$ cat src/gamma_runlength_bit_decoder_core_defines.svh
// assertion macros used by the decoder core
`ifndef GAMMA_RUNLENGTH_BIT_DECODER_CORE_DEFINES_SVH
`define GAMMA_RUNLENGTH_BIT_DECODER_CORE_DEFINES_SVH
`ifndef SYNTHESIS
// same-cycle implication, checked on every rising edge out of reset
`define GRD_ASSERT_IMP(label, ante, cons) \
    label: assert property (@(posedge i_clk) disable iff (!i_rst_n) (ante) |-> (cons)) \
        else $error("grd assertion failed");
// next-cycle implication
`define GRD_ASSERT_NXT(label, ante, cons) \
    label: assert property (@(posedge i_clk) disable iff (!i_rst_n) (ante) |=> (cons)) \
        else $error("grd assertion failed");
`else
`define GRD_ASSERT_IMP(label, ante, cons)
`define GRD_ASSERT_NXT(label, ante, cons)
`endif
`endif

$ cat src/grd_pkg.sv
`timescale 1ns / 1ps
package grd_pkg;

    // leading zero limit, capped so a value fits in nine bits
    localparam int unsigned MaxZeros = 8;
    localparam int unsigned ZcW      = 4;
    localparam int unsigned RunW     = 9;
    localparam int unsigned SymW     = 8;
    localparam int unsigned CntW     = 4;
    localparam int unsigned FbbW     = 3;
    localparam int unsigned CfgIdxW  = 1;
    localparam logic [ZcW-1:0] ZeroLimit = (MaxZeros < 8) ? ZcW'(MaxZeros) : ZcW'(8);

    // register indexes
    typedef enum logic [CfgIdxW-1:0] {
        CFG_START_BIT       = 1'b0,
        CFG_FIRST_BYTE_BITS = 1'b1
    } t_cfg_idx;

    typedef enum logic [1:0] {
        ST_IDLE,
        ST_RUN,
        ST_ERR
    } t_pack_state;

    // request from the codeword parser to the packer
    typedef struct packed {
        logic            run;
        logic            err;
        logic [RunW-1:0] len;
    } t_run_req;

    typedef struct packed {
        logic            busy;
        logic [CntW-1:0] pack_count;
    } t_pack_status;

    // low k bits set, k from 0 to 8
    function automatic logic [SymW-1:0] ones_mask(input logic [CntW-1:0] k);
        logic [SymW:0] m;
        m = ({{SymW{1'b0}}, 1'b1} << k) - {{SymW{1'b0}}, 1'b1};
        return m[SymW-1:0];
    endfunction

endpackage

$ cat src/grd_ifs.sv
`timescale 1ns / 1ps
// code bit channel
interface grd_code_if;
    logic valid;
    logic ready;
    logic code_bit;
    logic frame_start;
    modport source(output valid, code_bit, frame_start, input ready);
    modport sink(input valid, code_bit, frame_start, output ready);
endinterface

// decoded symbol channel
interface grd_sym_if import grd_pkg::*; ();
    logic            valid;
    logic            ready;
    logic [SymW-1:0] out_symbol;
    logic [CntW-1:0] symbol_bits;
    logic            code_error;
    logic            last_of_run;
    modport source(output valid, out_symbol, symbol_bits, code_error, last_of_run,
                   input ready);
    modport sink(input valid, out_symbol, symbol_bits, code_error, last_of_run,
                 output ready);
endinterface

// register write channel
interface grd_cfg_if import grd_pkg::*; ();
    logic               valid;
    logic               ready;
    logic [CfgIdxW-1:0] index;
    logic [FbbW-1:0]    data;
    modport source(output valid, index, data, input ready);
    modport sink(input valid, index, data, output ready);
endinterface

$ cat src/grd_gamma.sv
`timescale 1ns / 1ps
module grd_gamma import grd_pkg::*; (
    input  logic     i_clk,
    input  logic     i_rst_n,
    input  logic     i_accept,
    input  logic     i_code_bit,
    input  logic     i_frame_start,
    output t_run_req o_req
);

    logic            r_reading, n_reading;
    logic [ZcW-1:0]  r_zero_count, n_zero_count;
    logic [RunW-1:0] r_value_acc, n_value_acc;
    logic [ZcW-1:0]  r_bits_left, n_bits_left;
    logic            r_err_hold, n_err_hold;

    logic            c_reading;
    logic [ZcW-1:0]  c_zero_count;
    logic [RunW-1:0] c_value_acc;
    logic [ZcW-1:0]  c_bits_left;
    logic            c_err_hold;
    logic [RunW-1:0] acc_shift;
    logic [ZcW-1:0]  bl_dec;

    // codeword parse for the offered bit, frame start clears first
    always_comb begin
        c_reading    = i_frame_start ? 1'b0 : r_reading;
        c_zero_count = i_frame_start ? '0 : r_zero_count;
        c_value_acc  = i_frame_start ? '0 : r_value_acc;
        c_bits_left  = i_frame_start ? '0 : r_bits_left;
        c_err_hold   = i_frame_start ? 1'b0 : r_err_hold;
        acc_shift    = {c_value_acc[RunW-2:0], i_code_bit};
        bl_dec       = c_bits_left - ZcW'(1);

        n_reading    = c_reading;
        n_zero_count = c_zero_count;
        n_value_acc  = c_value_acc;
        n_bits_left  = c_bits_left;
        n_err_hold   = c_err_hold;
        o_req        = '0;

        if (!c_err_hold) begin
            if (!c_reading) begin
                if (!i_code_bit) begin
                    if (c_zero_count >= ZeroLimit) begin
                        o_req.err  = 1'b1;
                        n_err_hold = 1'b1;
                    end else begin
                        n_zero_count = c_zero_count + ZcW'(1);
                    end
                end else begin
                    n_zero_count = '0;
                    n_bits_left  = c_zero_count;
                    if (c_zero_count == '0) begin
                        // single-bit codeword: run of one
                        o_req.run   = 1'b1;
                        o_req.len   = RunW'(1);
                        n_value_acc = '0;
                    end else begin
                        n_value_acc = RunW'(1);
                        n_reading   = 1'b1;
                    end
                end
            end else begin
                n_bits_left = bl_dec;
                if (bl_dec == '0) begin
                    o_req.run   = 1'b1;
                    o_req.len   = acc_shift;
                    n_value_acc = '0;
                    n_reading   = 1'b0;
                end else begin
                    n_value_acc = acc_shift;
                end
            end
        end
    end

    // parser state
    always_ff @(posedge i_clk) begin
        if (!i_rst_n) begin
            r_reading    <= 1'b0;
            r_zero_count <= '0;
            r_value_acc  <= '0;
            r_bits_left  <= '0;
            r_err_hold   <= 1'b0;
        end else if (i_accept) begin
            r_reading    <= n_reading;
            r_zero_count <= n_zero_count;
            r_value_acc  <= n_value_acc;
            r_bits_left  <= n_bits_left;
            r_err_hold   <= n_err_hold;
        end
    end

endmodule

$ cat src/grd_pack.sv
`timescale 1ns / 1ps
module grd_pack import grd_pkg::*; (
    input  logic            i_clk,
    input  logic            i_rst_n,
    input  logic            i_accept,
    input  logic            i_frame_start,
    input  t_run_req        i_req,
    input  logic            i_start_bit,
    input  logic [FbbW-1:0] i_first_byte_bits,
    output logic            o_in_ready,
    output t_pack_status    o_status,
    grd_sym_if.source       o_sym
);

    t_pack_state     r_state, n_state;
    logic [RunW-1:0] r_remain, n_remain;
    logic [SymW-1:0] r_pack, n_pack;
    logic [CntW-1:0] r_count, n_count;
    logic            r_first, n_first;
    logic            r_pol, n_pol;
    logic            r_out_valid, n_out_valid;
    logic [SymW-1:0] r_out_symbol, n_out_symbol;
    logic [CntW-1:0] r_out_bits, n_out_bits;
    logic            r_out_err, n_out_err;
    logic            r_out_last, n_out_last;

    logic                 out_free;
    logic                 load;
    logic [CntW-1:0]      target;
    logic [CntW-1:0]      need;
    logic [CntW-1:0]      k;
    logic [2*SymW-1:0]    shifted;
    logic [SymW-1:0]      merged;
    logic [CntW-1:0]      cnt_sum;
    logic                 emit;
    logic [RunW-1:0]      rem_after;

    // merge unit: up to one symbol's worth of same-polarity bits per cycle while the output register is free
    always_comb begin
        out_free  = !r_out_valid || o_sym.ready;
        target    = (r_first && (i_first_byte_bits != '0)) ?
                    CntW'(i_first_byte_bits) : CntW'(SymW);
        need      = (r_count >= target) ? CntW'(1) : (target - r_count);
        k         = (r_remain < RunW'(need)) ? r_remain[CntW-1:0] : need;
        shifted   = {{SymW{1'b0}}, r_pack} << k;
        merged    = shifted[SymW-1:0] | (r_pol ? ones_mask(k) : '0);
        cnt_sum   = r_count + k;
        emit      = (cnt_sum >= target);
        rem_after = r_remain - RunW'(k);
    end

    // sequencer
    always_comb begin
        n_state      = r_state;
        n_remain     = r_remain;
        n_pack       = r_pack;
        n_count      = r_count;
        n_first      = r_first;
        n_pol        = r_pol;
        n_out_symbol = r_out_symbol;
        n_out_bits   = r_out_bits;
        n_out_err    = r_out_err;
        n_out_last   = r_out_last;
        load         = 1'b0;

        unique case (r_state)
            ST_IDLE: begin
                if (i_accept) begin
                    if (i_frame_start) begin
                        // partial symbol is dropped
                        n_pack  = '0;
                        n_count = '0;
                        n_first = 1'b1;
                        n_pol   = i_start_bit;
                    end
                    if (i_req.err) begin
                        n_state = ST_ERR;
                    end else if (i_req.run) begin
                        n_remain = i_req.len;
                        n_state  = ST_RUN;
                    end
                end
            end
            ST_RUN: begin
                if (out_free) begin
                    n_remain = rem_after;
                    if (emit) begin
                        n_pack       = '0;
                        n_count      = '0;
                        n_first      = 1'b0;
                        load         = 1'b1;
                        n_out_symbol = merged;
                        n_out_bits   = cnt_sum;
                        n_out_err    = 1'b0;
                        // no further symbol can complete with fewer than 8 bits left
                        n_out_last   = (rem_after < RunW'(SymW));
                    end else begin
                        n_pack  = merged;
                        n_count = cnt_sum;
                    end
                    if (rem_after == '0) begin
                        n_pol   = ~r_pol;
                        n_state = ST_IDLE;
                    end
                end
            end
            ST_ERR: begin
                if (out_free) begin
                    load         = 1'b1;
                    n_out_symbol = '0;
                    n_out_bits   = '0;
                    n_out_err    = 1'b1;
                    n_out_last   = 1'b1;
                    n_state      = ST_IDLE;
                end
            end
            default: n_state = ST_IDLE;
        endcase

        n_out_valid = load ? 1'b1 : (o_sym.ready ? 1'b0 : r_out_valid);
    end

    // control and packing state
    always_ff @(posedge i_clk) begin
        if (!i_rst_n) begin
            r_state     <= ST_IDLE;
            r_remain    <= '0;
            r_pack      <= '0;
            r_count     <= '0;
            r_first     <= 1'b1;
            r_pol       <= 1'b0;
            r_out_valid <= 1'b0;
        end else begin
            r_state     <= n_state;
            r_remain    <= n_remain;
            r_pack      <= n_pack;
            r_count     <= n_count;
            r_first     <= n_first;
            r_pol       <= n_pol;
            r_out_valid <= n_out_valid;
        end
    end

    // output word register
    always_ff @(posedge i_clk) begin
        r_out_symbol <= n_out_symbol;
        r_out_bits   <= n_out_bits;
        r_out_err    <= n_out_err;
        r_out_last   <= n_out_last;
    end

    assign o_in_ready          = (r_state == ST_IDLE);
    assign o_status.busy       = (r_state != ST_IDLE);
    assign o_status.pack_count = r_count;

    assign o_sym.valid       = r_out_valid;
    assign o_sym.out_symbol  = r_out_symbol;
    assign o_sym.symbol_bits = r_out_bits;
    assign o_sym.code_error  = r_out_err;
    assign o_sym.last_of_run = r_out_last;

endmodule

$ cat src/gamma_runlength_bit_decoder_core.sv
`timescale 1ns / 1ps
// Elias gamma run-length decoder: takes one code bit per word on i_code, and for each
// finished codeword expands the run of alternating polarity (first run from start_bit)
// into MSB-first packed symbols on o_symbol; the first symbol of a frame carries
// first_byte_bits bits (0 = 8), later ones 8. A codeword's run is expanded by the
// single shift-and-mask packer, which moves up to one symbol's worth of bits per merge
// step and stalls while o_symbol is held off; no new code bit is taken until the run is
// expanded. Too many leading zeros yields one error word (code_error = 1, symbol_bits = 0)
// and further bits are dropped until a frame_start. Registers (index 0 start_bit, index 1
// first_byte_bits) are written on i_cfg, always ready; the user must write them only while
// idle, as the block itself does not enforce it.
`include "gamma_runlength_bit_decoder_core_defines.svh"
module gamma_runlength_bit_decoder_core import grd_pkg::*; (
    input  logic      i_clk,
    input  logic      i_rst_n,
    grd_code_if.sink  i_code,
    grd_cfg_if.sink   i_cfg,
    grd_sym_if.source o_symbol
);

    logic            r_start_bit;
    logic [FbbW-1:0] r_first_byte_bits;
    logic            accept;
    logic            in_ready;
    t_run_req        req;
    t_pack_status    status;

    // register writes
    assign i_cfg.ready = 1'b1;

    always_ff @(posedge i_clk) begin
        if (!i_rst_n) begin
            r_start_bit       <= 1'b0;
            r_first_byte_bits <= '0;
        end else if (i_cfg.valid) begin
            unique case (t_cfg_idx'(i_cfg.index))
                CFG_START_BIT:       r_start_bit       <= i_cfg.data[0];
                CFG_FIRST_BYTE_BITS: r_first_byte_bits <= i_cfg.data;
                default: ;
            endcase
        end
    end

    assign i_code.ready = in_ready;
    assign accept       = i_code.valid && in_ready;

    // codeword parser
    grd_gamma u_gamma (
        .i_clk         (i_clk),
        .i_rst_n       (i_rst_n),
        .i_accept      (accept),
        .i_code_bit    (i_code.code_bit),
        .i_frame_start (i_code.frame_start),
        .o_req         (req)
    );

    // run expansion and symbol packing
    grd_pack u_pack (
        .i_clk             (i_clk),
        .i_rst_n           (i_rst_n),
        .i_accept          (accept),
        .i_frame_start     (i_code.frame_start),
        .i_req             (req),
        .i_start_bit       (r_start_bit),
        .i_first_byte_bits (r_first_byte_bits),
        .o_in_ready        (in_ready),
        .o_status          (status),
        .o_sym             (o_symbol)
    );

    // error word is a lone, empty, final word
    `GRD_ASSERT_IMP(a_err_word, o_symbol.valid && o_symbol.code_error, o_symbol.last_of_run && o_symbol.symbol_bits == '0 && o_symbol.out_symbol == '0)
    // data words carry between one and eight bits
    `GRD_ASSERT_IMP(a_sym_bits, o_symbol.valid && !o_symbol.code_error, o_symbol.symbol_bits != '0 && o_symbol.symbol_bits <= CntW'(SymW))
    // frame start drops the partial symbol
    `GRD_ASSERT_NXT(a_frame_clear, accept && i_code.frame_start, status.pack_count == '0)
    // between codewords the packer never holds a full symbol
    `GRD_ASSERT_IMP(a_idle_partial, !status.busy, status.pack_count < CntW'(SymW))

endmodule

$ cat src/flat_wrapper.sv
// flat-port wrapper written by rule: the top's interface ports become plain ports
module gamma_runlength_bit_decoder_core_flat import grd_pkg::*;
  (i_clk, i_rst_n, i_code_valid, i_code_code_bit, i_code_frame_start, i_code_ready, i_cfg_valid, i_cfg_index, i_cfg_data, i_cfg_ready, o_symbol_valid, o_symbol_out_symbol, o_symbol_symbol_bits, o_symbol_code_error, o_symbol_last_of_run, o_symbol_ready);
  grd_code_if i_code_i ();
  grd_cfg_if i_cfg_i ();
  grd_sym_if o_symbol_i ();
  input  logic i_clk;
  input  logic i_rst_n;
  input wire logic [$bits(i_code_i.valid)-1:0] i_code_valid;
  input wire logic [$bits(i_code_i.code_bit)-1:0] i_code_code_bit;
  input wire logic [$bits(i_code_i.frame_start)-1:0] i_code_frame_start;
  output wire logic [$bits(i_code_i.ready)-1:0] i_code_ready;
  input wire logic [$bits(i_cfg_i.valid)-1:0] i_cfg_valid;
  input wire logic [$bits(i_cfg_i.index)-1:0] i_cfg_index;
  input wire logic [$bits(i_cfg_i.data)-1:0] i_cfg_data;
  output wire logic [$bits(i_cfg_i.ready)-1:0] i_cfg_ready;
  output wire logic [$bits(o_symbol_i.valid)-1:0] o_symbol_valid;
  output wire logic [$bits(o_symbol_i.out_symbol)-1:0] o_symbol_out_symbol;
  output wire logic [$bits(o_symbol_i.symbol_bits)-1:0] o_symbol_symbol_bits;
  output wire logic [$bits(o_symbol_i.code_error)-1:0] o_symbol_code_error;
  output wire logic [$bits(o_symbol_i.last_of_run)-1:0] o_symbol_last_of_run;
  input wire logic [$bits(o_symbol_i.ready)-1:0] o_symbol_ready;
  assign i_code_i.valid = i_code_valid;
  assign i_code_i.code_bit = i_code_code_bit;
  assign i_code_i.frame_start = i_code_frame_start;
  assign i_code_ready = i_code_i.ready;
  assign i_cfg_i.valid = i_cfg_valid;
  assign i_cfg_i.index = i_cfg_index;
  assign i_cfg_i.data = i_cfg_data;
  assign i_cfg_ready = i_cfg_i.ready;
  assign o_symbol_valid = o_symbol_i.valid;
  assign o_symbol_out_symbol = o_symbol_i.out_symbol;
  assign o_symbol_symbol_bits = o_symbol_i.symbol_bits;
  assign o_symbol_code_error = o_symbol_i.code_error;
  assign o_symbol_last_of_run = o_symbol_i.last_of_run;
  assign o_symbol_i.ready = o_symbol_ready;
  gamma_runlength_bit_decoder_core u_core (.i_clk(i_clk), .i_rst_n(i_rst_n), .i_code(i_code_i), .i_cfg(i_cfg_i), .o_symbol(o_symbol_i));
endmodule
$ cat config.mk
export PLATFORM = sky130hd
export DESIGN_NAME = gamma_runlength_bit_decoder_core_flat
export DESIGN_NICKNAME = d
export VERILOG_FILES = /design/src/grd_pkg.sv /design/src/grd_ifs.sv /design/src/grd_gamma.sv /design/src/grd_pack.sv /design/src/gamma_runlength_bit_decoder_core.sv /design/src/flat_wrapper.sv
export VERILOG_INCLUDE_DIRS = /design/src /design/src/src
export SDC_FILE = /design/constraint.sdc
export NUM_CORES = 1
export LEC_CHECK = 0
export BUFFER_PORTS_ARGS = -buffer_cell sky130_fd_sc_hd__buf_2
export CAP_MARGIN = 20
export CORE_ASPECT_RATIO = 0.75
export CORE_UTILIZATION = 56
export DETAILED_ROUTE_END_ITERATION = 6
export PLACE_DENSITY = 0.8
export SYNTH_ARGS = -nofsm -noshare
export SYNTH_HDL_FRONTEND = slang
export SYNTH_HIERARCHICAL = 1
export SYNTH_SLANG_ARGS = --single-unit
$ cat constraint.sdc
create_clock -name i_clk -period 6.4 [get_ports i_clk]
set_input_delay 1.28 -clock i_clk [delete_from_list [all_inputs] [get_ports i_clk]]
set_output_delay 1.28 -clock i_clk [all_outputs]
set_load 0.01 [all_outputs]
==> summary.txt, run 1 <==
STA
  • Share of the clock period used by the worst path: 0.9449
  • Final Skew: 0.008531 ns
  • Setup TNS Final: 0 ns
  • Min cycle time layout: 6.047 ns
  • RSZ-0062 raised after global routing: false
  • Endpoints failing setup: 0
  • Worst Tran Pin Value: 1.002 ns
  • Relative slew slack: 0.3317
  • Fmax: 165.4 MHz
  • Final Hold Vio Count: 0
  • Final Max Tran Viols: 0

Finish
  • Layout cell share with drive strength beyond 1: 0.1400
  • Ant diodes: 0
  • Most frequent cells in the layout: dfxtp_1, nand2_1, a21oi_1
  • Most common cell after layout, fill and taps aside: dfxtp_1
  • Final core utilization: 0.6209
  • Final cell count without fillers: 655
  • Final Cell Area: 4872 sq um
  • Syn-to-layout area delta: 7.539%
  • NumNets Final: 581

Detailed routing
  • Via Count: 4142
  • Iteration-0 DRC Markers: 378
  • Via-to-Cell Ratio: 6.324
  • Total iterations of the first detailed-routing run: 7
  • Remaining antenna violation count: 0
  • WL/cell: 17.02 um
  • DR DRC count: 1
  • Final wirelength: 11.15 mm

Clocking
  • Worst-path clk slew: 0.06 ns
  • TritonCTS Buffers: 9
  • H-tree depth: 3
  • Setup bufs post-CTS: 0
  • Clk buf depth: 2
  • CTS Root Cell: clkbuf_8
  • Clock sink total: 62
  • Clk_lat worst skew: 0.34 ns
  • CTS tree: yes

Placement
  • Post-Place Cell Area: 4677 sq um
  • Routability cong.: 0.9207
  • Port bufs: 26
  • Cells after DPL: 639
  • DP HPWL: 8.230 mm

Global route
  • Largest net degree at the start of global routing: 28
  • Initial antenna violation count: 0
  • GRT overflow: 0
  • Vias in the first global route: 3616
  • Global-route wire length before repair: 17.85 mm
  • GRT Total Usage: 0.2689

Floorplan
  • FP Rows: 28
  • Initial core utilization: 0.5773
  • Width of the die: 105.9 um
  • Die area: 8458 sq um
  • Ports: 28
  • Core ar.: 7848 sq um
  • Die Span Y: 79.90 um

Pwr
  • Peak supply drop: 0.0001556 V
  • Pwr/cell area: 310.2 nW/um^2
  • Total Power: 1.511 mW
  • LEAKAGE: 1.937 nW

Setup path
  • FF-to-FF path depth: 21
  • CP Capture Type: flop
  • R2R setup slack: 0.35 ns
  • Critical Path RT: 6.65 ns
  • Crit path to: u_core/u_pack/r_pack[7]
  • CP arrival: 6.30 ns
  • Crit path launch type: flop
  • Reg2reg end: u_core/u_pack/r_pack[7]
  • Max FO, Critical Path: 12
  • RR Startpoint: u_core/r_first_byte_bits[1]
  • Setup CP Type: reg -> reg
  • Worst setup path startpoint: u_core/r_first_byte_bits[1]

Synth
  • Mapped Cells: 533
  • Async SR Flop Fraction: 0
  • Syn Area/Cell: 8.500 sq um
  • Top_reg_cell synth: dfxtp_1
  • Post-synth EDFFs: 14
  • Yosys reg bits: 62
  • Syn Nets: 569
  • Seq/Total Area, Yosys: 0.3049
  • Synth warnings: 6
  • Cell Area, Synth: 4531 sq um
  • Library cells used by synthesis: 89

Outcome
  • Failing checks: design-rule violations
  • Status: finished with violations

Job
  • Max-Cap Viols: 0

Hold path
  • Worst Hold Class: reg -> reg
-- metrics by stage --
step                      worst slack (ns)  hold slack [ns]
after global placement              0.5993           0.4509
final                               0.3528           0.4805
after CTS                           0.3514           0.4730
after global routing               0.02365           0.5047
after floorplan                     0.3700           0.4334
after detailed placement            0.3537           0.4601
-- power by group --
part	internal [mW]	leakage (nW)	total [mW]	switching [mW]
registers	0.426	0.519	0.447	0.0205
logic	0.297	1.33	0.758	0.461
clock network	0.162	0.0877	0.306	0.144
total	0.886	1.94	1.51	0.625
-- kinds of logic (layout without fill, tap and decap cells) --
kind of cell,count (synthesis),count (layout),synth area share
adders and majority gates,26,26,0.07539
AOI/OAI and AO/OA,150,150,0.2450
muxes,20,20,0.05578
and+or+nand+nor,197,197,0.2289
other,1,1,0.0008277
DFF,62,62,0.3049
buffers and inverters,65,82,0.06186
xor gates and xnor gates,12,12,0.02734
-- flip-flops by register name, summed over array words and instances (netlist names), 2 cells and up --
register	cells
u_core/u_pack/r_remain	9
u_core/u_gamma/r_value_acc	8
u_core/u_pack/o_sym.out_symbol	8
u_core/u_pack/r_pack	8
u_core/u_gamma/r_bits_left	4
u_core/u_gamma/r_zero_count	4
u_core/u_pack/o_sym.symbol_bits	4
u_core/u_pack/r_count	4
u_core/r_first_byte_bits	3
u_core/u_pack/r_state	2
-- final cells by class --
type / count / area, sq um
inverters: 36 / 135.1
repair buffers: 30 / 160.2
flip-flops and latches: 62 / 1381
well taps: 105 / 131.4
clock buffers: 15 / 166.4
clock inverters: 1 / 5.005
multi-input cells: 406 / 2893
fillers: 687 / 2975
-- timing repair --
action | 4_1_cts | 5_1_grt
hold buffers | 0 | 0
resized for setup | 0 | 3
endpoints found under the setup margin | 0 | 22
-- Yosys cell counts (11+ instances only) --
cell | count | area share
a21oi_1 | 40 | 0.044
mux2i_1 | 13 | 0.029
clkbuf_1 | 16 | 0.013
ha_1 | 23 | 0.064
o21ai_0 | 19 | 0.021
nor2_1 | 39 | 0.032
edfxtp_1 | 14 | 0.093
nand3_1 | 14 | 0.015
and2_1 | 17 | 0.023
nor3_1 | 17 | 0.019
nand2_1 | 45 | 0.037
a22o_1 | 11 | 0.021
a211oi_1 | 11 | 0.018
dfxtp_1 | 48 | 0.21
inv_1 | 32 | 0.027
-- worst min path at each step --
stage                                        from                            end  slack (ns)  cells after the start
floorplan                 u_core/u_pack/r_pack[7]        u_core/u_pack/r_pack[7]        0.43                      2
global placement          u_core/u_pack/r_pack[7]        u_core/u_pack/r_pack[7]        0.45                      2
detailed placement        u_core/u_pack/r_pack[7]        u_core/u_pack/r_pack[7]        0.46                      2
CTS                       u_core/u_pack/r_pack[7]        u_core/u_pack/r_pack[7]        0.47                      2
global route        u_core/u_gamma/r_value_acc[7]  u_core/u_gamma/r_value_acc[7]        0.50                      1
finish              u_core/u_gamma/r_value_acc[7]  u_core/u_gamma/r_value_acc[7]        0.48                      1
-- worst max-delay path: stages (launching register included) --
cell	delay, ns
dfxtp_1	0.32
o31ai_1	0.42
ha_1	0.38
and4_1	0.26
nor2_1	0.23
a21boi_4	0.33
inv_1	0.08
ha_1	0.29
nand4_1	0.16
nor4_4	0.41
or2_1	0.30
mux2_4	0.40
inv_2	0.23
fa_1	0.49
inv_1	0.11
ha_1	0.23
a21o_1	0.15
a21oi_1	0.17
maj3_4	0.24
nand2_4	0.07
or4_1	0.55
a21oi_1	0.13
-- metal layers --
metal	wire (um)	GRT usage	vias up
met2	4934	0.3961	189
met1	5103	0.3936	1961
met4	190	0.09028	0
met5	0	0	-
li1	-	-	1974
met3	919	0.04653	18
Power figures use the tool's default switching activity.
==> run 2, diff against run 1 <==
- ABC_AREA: unset -> 1
==> run 2 against run 1 <==
The flow now finishes without violations. Cell area fell by 0.67%. Count of clock-buffer cells in the layout fell by 5. Clock skew rose by 0.0016 ns. Utilization rose by 2.4 points. Largest cell class unchanged.
==> summary.txt, run 2 <==
Global route
  • Vias in the first global route: 3701
  • GRT overflow: 0
  • Global-route wire length before repair: 17.18 mm
  • Initial antenna violation count: 0
  • GRT Total Usage: 0.2610
  • Largest net degree at the start of global routing: 22

STA
  • Fmax: 169.4 MHz
  • Share of the clock period used by the worst path: 0.9222
  • Min cycle time layout: 5.902 ns
  • Relative slew slack: 0.4960
  • Final hold slack: 0.4696 ns
  • Final Hold Vio Count: 0
  • Final Skew: 0.01010 ns
  • Final Max Tran Viols: 0
  • RSZ-0062 raised after global routing: false
  • Worst Tran Pin Value: 0.7532 ns
  • Endpoints failing setup: 0
  • Setup TNS Final: 0 ns

Synth
  • Ranking of synthesized cells by area: dfxtp_1, nand2_1, edfxtp_1, inv_1, ha_1
  • Async SR Flop Fraction: 0
  • Seq/Total Area, Yosys: 0.3103
  • Area leader, netlist: dfxtp_1
  • Cell Area, Synth: 4452 sq um
  • Syn Nets: 662
  • Post-synth EDFFs: 14
  • Cell with the most instances after synthesis: nand2_1
  • Yosys top cell area share: 0.2159
  • Library cells used by synthesis: 55
  • Synth cell count leaders: nand2_1, inv_1, nor2_1, dfxtp_1, a21oi_1
  • Syn Area/Cell: 7.111 sq um
  • Yosys reg bits: 62
  • Top_reg_cell synth: dfxtp_1
  • Synth warnings: 6
  • Mapped Cells: 626

Setup path
  • FF-to-FF path depth: 32
  • CP bufs+invs: 9
  • Max FO, Critical Path: 14
  • Worst setup path startpoint: u_core/r_first_byte_bits[1]
  • Total stage count of the critical path: 32
  • Max incr delay on CP: 0.52 ns
  • Crit path max-delay family: adder cells
  • Crit path to: u_core/u_pack/o_sym.out_symbol[7]
  • R2R setup slack: 0.50 ns
  • Reg2reg end: u_core/u_pack/o_sym.out_symbol[7]
  • CP arrival: 6.01 ns
  • Slowest CP cell: fa_1
  • Setup CP Type: reg -> reg
  • CP Capture Type: flop
  • Critical Path RT: 6.51 ns
  • Crit path launch type: flop
  • RR Startpoint: u_core/r_first_byte_bits[1]

Floorplan
  • Width of the die: 105.0 um
  • Initial core utilization: 0.5936
  • Core ar.: 7500 sq um
  • Ports: 28
  • FP Rows: 27
  • Die Span Y: 79.22 um
  • Die area: 8314 sq um

Finish
  • Syn-to-layout area delta: 8.713%
  • Most common cell after layout, fill and taps aside: nand2_1
  • Ant diodes: 0
  • NumNets Final: 684
  • Most frequent cells in the layout: nand2_1, inv_1, nor2_1
  • Multi-input logic area: 2551 sq um
  • Fillcell total: 663
  • Biggest register: u_core/u_pack/r_remain
  • Number of flip-flops in the largest register: 9
  • Layout cell share with drive strength beyond 1: 0.1623
  • Register area: 1381 sq um

Clocking
  • Clk_lat worst skew: 0.35 ns
  • Clock sink total: 62
  • TritonCTS Buffers: 9
  • Clk buf depth: 2
  • Worst-path clk slew: 0.08 ns
  • H-tree depth: 3
  • CTS Root Cell: clkbuf_8
  • Cts hold-fix bufs: 0
  • CTS tree: yes

Detailed routing
  • Via-to-Cell Ratio: 5.476
  • Total iterations of the first detailed-routing run: 5
  • Final wirelength: 10.14 mm
  • Remaining antenna violation count: 0
  • DR DRC count: 0
  • Via Count: 4129
  • WL/cell: 13.44 um
  • Iteration-0 DRC Markers: 444

Outcome
  • Status: finished, final reports clean

Job
  • Max-Cap Viols: 0

Hold path
  • Worst Hold Class: reg -> reg

Placement
  • Port bufs: 26
  • DP HPWL: 7.804 mm
  • Routability cong.: 0.9161
-- run 2: cell types whose count changed after synthesis, sizes merged, moves of 10 or more --
cell / before / now
nand2: 46 / 159
a22o: 11 / 1
and2: 19 / 0
nand2b: 10 / 0
mux2i: 14 / 0
inv: 34 / 104
nor3: 19 / 3
nor3b: 1 / 12
clkbuf: 16 / 6
nand3: 15 / 37
nor2: 40 / 61
o21ai: 21 / 42
xnor2: 10 / 0
-- run 2: worst min-delay path by stage --
stage | cells after the start | end | from
2_1_floorplan | 2 | u_core/u_gamma/r_value_acc[7] | u_core/u_gamma/r_value_acc[7]
3_3_place_gp | 2 | u_core/u_gamma/r_value_acc[7] | u_core/u_gamma/r_value_acc[7]
3_5_place_dp | 2 | u_core/u_gamma/r_value_acc[7] | u_core/u_gamma/r_value_acc[7]
4_1_cts | 2 | u_core/u_gamma/r_value_acc[7] | u_core/u_gamma/r_value_acc[7]
5_1_grt | 2 | u_core/u_gamma/r_value_acc[7] | u_core/u_gamma/r_value_acc[7]
6_report | 2 | u_core/u_gamma/r_value_acc[7] | u_core/u_gamma/r_value_acc[7]
-- run 2: cell families (layout without fill, tap and decap cells) --
| kind of cell | count (synthesis) | count (layout) | synth area share |
|---|---|---|---|
| AND/OR/NAND/NOR | 290 | 290 | 0.3224 |
| buffers and inverters | 122 | 149 | 0.1175 |
| AO/OA/AOI/OAI | 121 | 121 | 0.1633 |
| flip-flops | 62 | 62 | 0.3103 |
| adder cells (fa/ha/maj) | 26 | 26 | 0.07617 |
| XOR/XNOR | 4 | 4 | 0.009558 |
| other | 1 | 1 | 0.0008424 |
-- run 2: what timing repair did --
item	CTS	global route
endpoints found under the hold margin	0	0
gates resized for setup	0	2
setup endpoints to repair	0	16
buffers inserted	0	1
-- run 2: cell type report --
class / instances / share of cell area
clock buffers: 10 / 0.02844
clock inverters: 6 / 0.01732
inverters: 104 / 0.08144
multi-input cells: 442 / 0.5271
flip-flops and latches: 62 / 0.2854
well taps: 101 / 0.02611
repair buffers: 29 / 0.03413
-- run 2: worst min-delay path: stages (launching register included) --
cell and delay (ns):
dfxtp_1 0.31, nand2_1 0.06, a21oi_1 0.06
-- run 2: metal layers --
layer  vias to the layer above  wire length, um  GRT usage
met5                         -                0          0
met4                         0              149     0.1042
met1                      1858             5194     0.3898
li1                       2090                -          -
met3                        17              685    0.04926
met2                       164             4106     0.3656
-- run 2: stage by stage --
stage	util	setup WS, ns	area [sq um]	instances
6_report	0.6453	0.4982	4840	754
5_1_grt	0.6453	0.01706	4840	754
4_1_cts	0.6416	0.4538	4812	753
3_5_place_dp	0.6121	0.4752	4591	737
3_3_place_gp	0.6121	0.7123	4591	737
2_1_floorplan	-	0.8924	4452	626
Power of run 2 is left out: the tool's default activity adds up to more than one toggle a clock period on the data nets, which glitch-free logic cannot reach.
==> run 3, diff against run 2 <==
- PLACE_DENSITY: 0.8 -> unset
- PLACE_DENSITY_LB_ADDON: unset -> 0.08
==> run 3 against run 2 <==
Fmax is 0.64% lower. Via count grew 1.7%. Flip-flop and latch count unchanged. Worst setup slack worse by 0.038 ns. Count of clock-buffer cells in the layout grew 1. First-iteration DRC count is 29% lower. Wire length grew 6.9%. Register-to-register slack got worse by 0.04 ns. Utilization decreased by 0.55 points. Die area did not move. Global-route usage rose by 1.7 points.
==> summary.txt, run 3 (synthesis results as in run 2) <==
Setup path
  • Setup CP Type: reg -> reg
  • Critical Path RT: 6.38 ns
  • Crit path launch type: flop
  • CP arrival: 5.92 ns
  • Max FO, Critical Path: 14
  • CP Capture Type: flop
  • Most frequent CP cell: inv_1
  • Slowest CP cell: fa_1
  • Max incr delay on CP: 0.52 ns

STA
  • Min cycle time layout: 5.940 ns
  • Endpoints failing setup: 0
  • RSZ-0062 raised after global routing: false
  • Relative slew slack: 0.4799
  • Setup TNS Final: 0 ns
  • Worst Tran Pin Value: 0.7773 ns
  • Share of the clock period used by the worst path: 0.9281
  • Final Hold Vio Count: 0
  • Fmax: 168.4 MHz
  • Final Skew: 0.01107 ns
  • Setup WS post-layout: 0.4601 ns
  • Final Max Tran Viols: 0

Finish
  • Ant diodes: 0
  • Layout cell share with drive strength beyond 1: 0.1580
  • NumNets Final: 683
  • Most frequent cells in the layout: nand2_1, inv_1, nor2_1
  • Multi-input logic area: 2547 sq um
  • Syn-to-layout area delta: 7.785%
  • Fillcell total: 715
  • Number of flip-flops in the largest register: 9
  • Biggest register: u_core/u_pack/r_remain
  • Most common cell after layout, fill and taps aside: nand2_1
  • Register area: 1381 sq um

Clocking
  • Clock sink total: 62
  • Worst-path clk slew: 0.07 ns
  • H-tree depth: 3
  • Cts hold-fix bufs: 0
  • Clk buf depth: 2
  • Setup bufs post-CTS: 0
  • Post_cts resized: 0
  • TritonCTS Buffers: 9
  • Clk_lat worst skew: 0.35 ns
  • CTS Root Cell: clkbuf_8
  • CTS tree: yes

Floorplan
  • FP Rows: 27
  • Die area: 8314 sq um
  • Core ar.: 7500 sq um
  • Initial core utilization: 0.5936
  • Die Span Y: 79.22 um
  • Ports: 28
  • Width of the die: 105.0 um

Detailed routing
  • Remaining antenna violation count: 0
  • DR DRC count: 0
  • Via-to-Cell Ratio: 5.579
  • Total iterations of the first detailed-routing run: 6
  • WL/cell: 14.39 um
  • Via Count: 4201
  • Final wirelength: 10.83 mm
  • Iteration-0 DRC Markers: 314

Global route
  • Global-route wire length before repair: 18.29 mm
  • GRT Total Usage: 0.2785
  • Largest net degree at the start of global routing: 22
  • Initial antenna violation count: 0
  • Vias in the first global route: 3825
  • GRT overflow: 0

Placement
  • Port bufs: 26
  • DP HPWL: 8.285 mm
  • Place WS: 0.4985 ns
  • Routability cong.: 0.9387

Outcome
  • Status: finished, final reports clean

Hold path
  • Worst Hold Class: reg -> reg

Job
  • Max-Cap Viols: 0
==> run 3: cell count changes in the layout (fill, tap and decap cells not counted) <==
| cell | change |
|---|---|
| buf_12 | -1 |
| bufinv_16 | -1 |
| clkbuf_8 | +1 |
| clkinv_2 | -1 |
| inv_1 | +1 |
| o21ai_1 | +1 |
| o21ai_2 | -1 |
==> run 3: per-layer routing <==
layer | routed length, um | GRT usage | up-vias
li1 | - | - | 2083
met1 | 5457 | 0.3996 | 1951
met2 | 4343 | 0.4113 | 155
met3 | 906 | 0.07061 | 12
met4 | 127 | 0.07887 | 0
met5 | 0 | 0 | -
==> run 3: layout make-up <==
type / instances / area share
Multi-Input combinational cell: 442 / 0.5309
Sequential cell: 62 / 0.2879
Inverter: 104 / 0.08136
Clock buffer: 11 / 0.03155
Timing Repair Buffer: 28 / 0.03025
Tap cell: 101 / 0.02634
Clock inverter: 5 / 0.01173
==> run 3: critical path: cells and delay by family (launching register included) <==
family | cells | cell delay (ns)
simple gates | 10 | 1.42
buf+inv | 8 | 0.85
fa+ha+maj | 7 | 2.02
flops | 1 | 0.33
compound gates | 5 | 0.93
==> run 3: metrics by stage <==
| stage | utilization | hold slack (ns) | std cells | area (sq um) |
|---|---|---|---|---|
| CTS | 0.6398 | 0.4693 | 753 | 4798 |
| detailed placement | 0.6121 | 0.4580 | 737 | 4591 |
| global placement | 0.6121 | 0.4553 | 737 | 4591 |
| floorplan | - | 0.4396 | 626 | 4452 |
| global route | 0.6398 | 0.4813 | 753 | 4798 |
| finish | 0.6398 | 0.4678 | 753 | 4798 |
==> run 3: final timing paths <==
kind | startpoint | to | slack, ns | cells after the start
worst max register to register | u_core/r_first_byte_bits[1] | u_core/u_pack/o_sym.symbol_bits[2] | 0.46 | 30
worst min-delay path | u_core/u_gamma/r_zero_count[3] | u_core/u_gamma/r_zero_count[3] | 0.47 | 2
worst min register to register | u_core/u_gamma/r_zero_count[3] | u_core/u_gamma/r_zero_count[3] | 0.47 | 2
worst max-delay path | u_core/r_first_byte_bits[1] | u_core/u_pack/o_sym.symbol_bits[2] | 0.46 | 30
Power of run 3 is left out for the same reason.
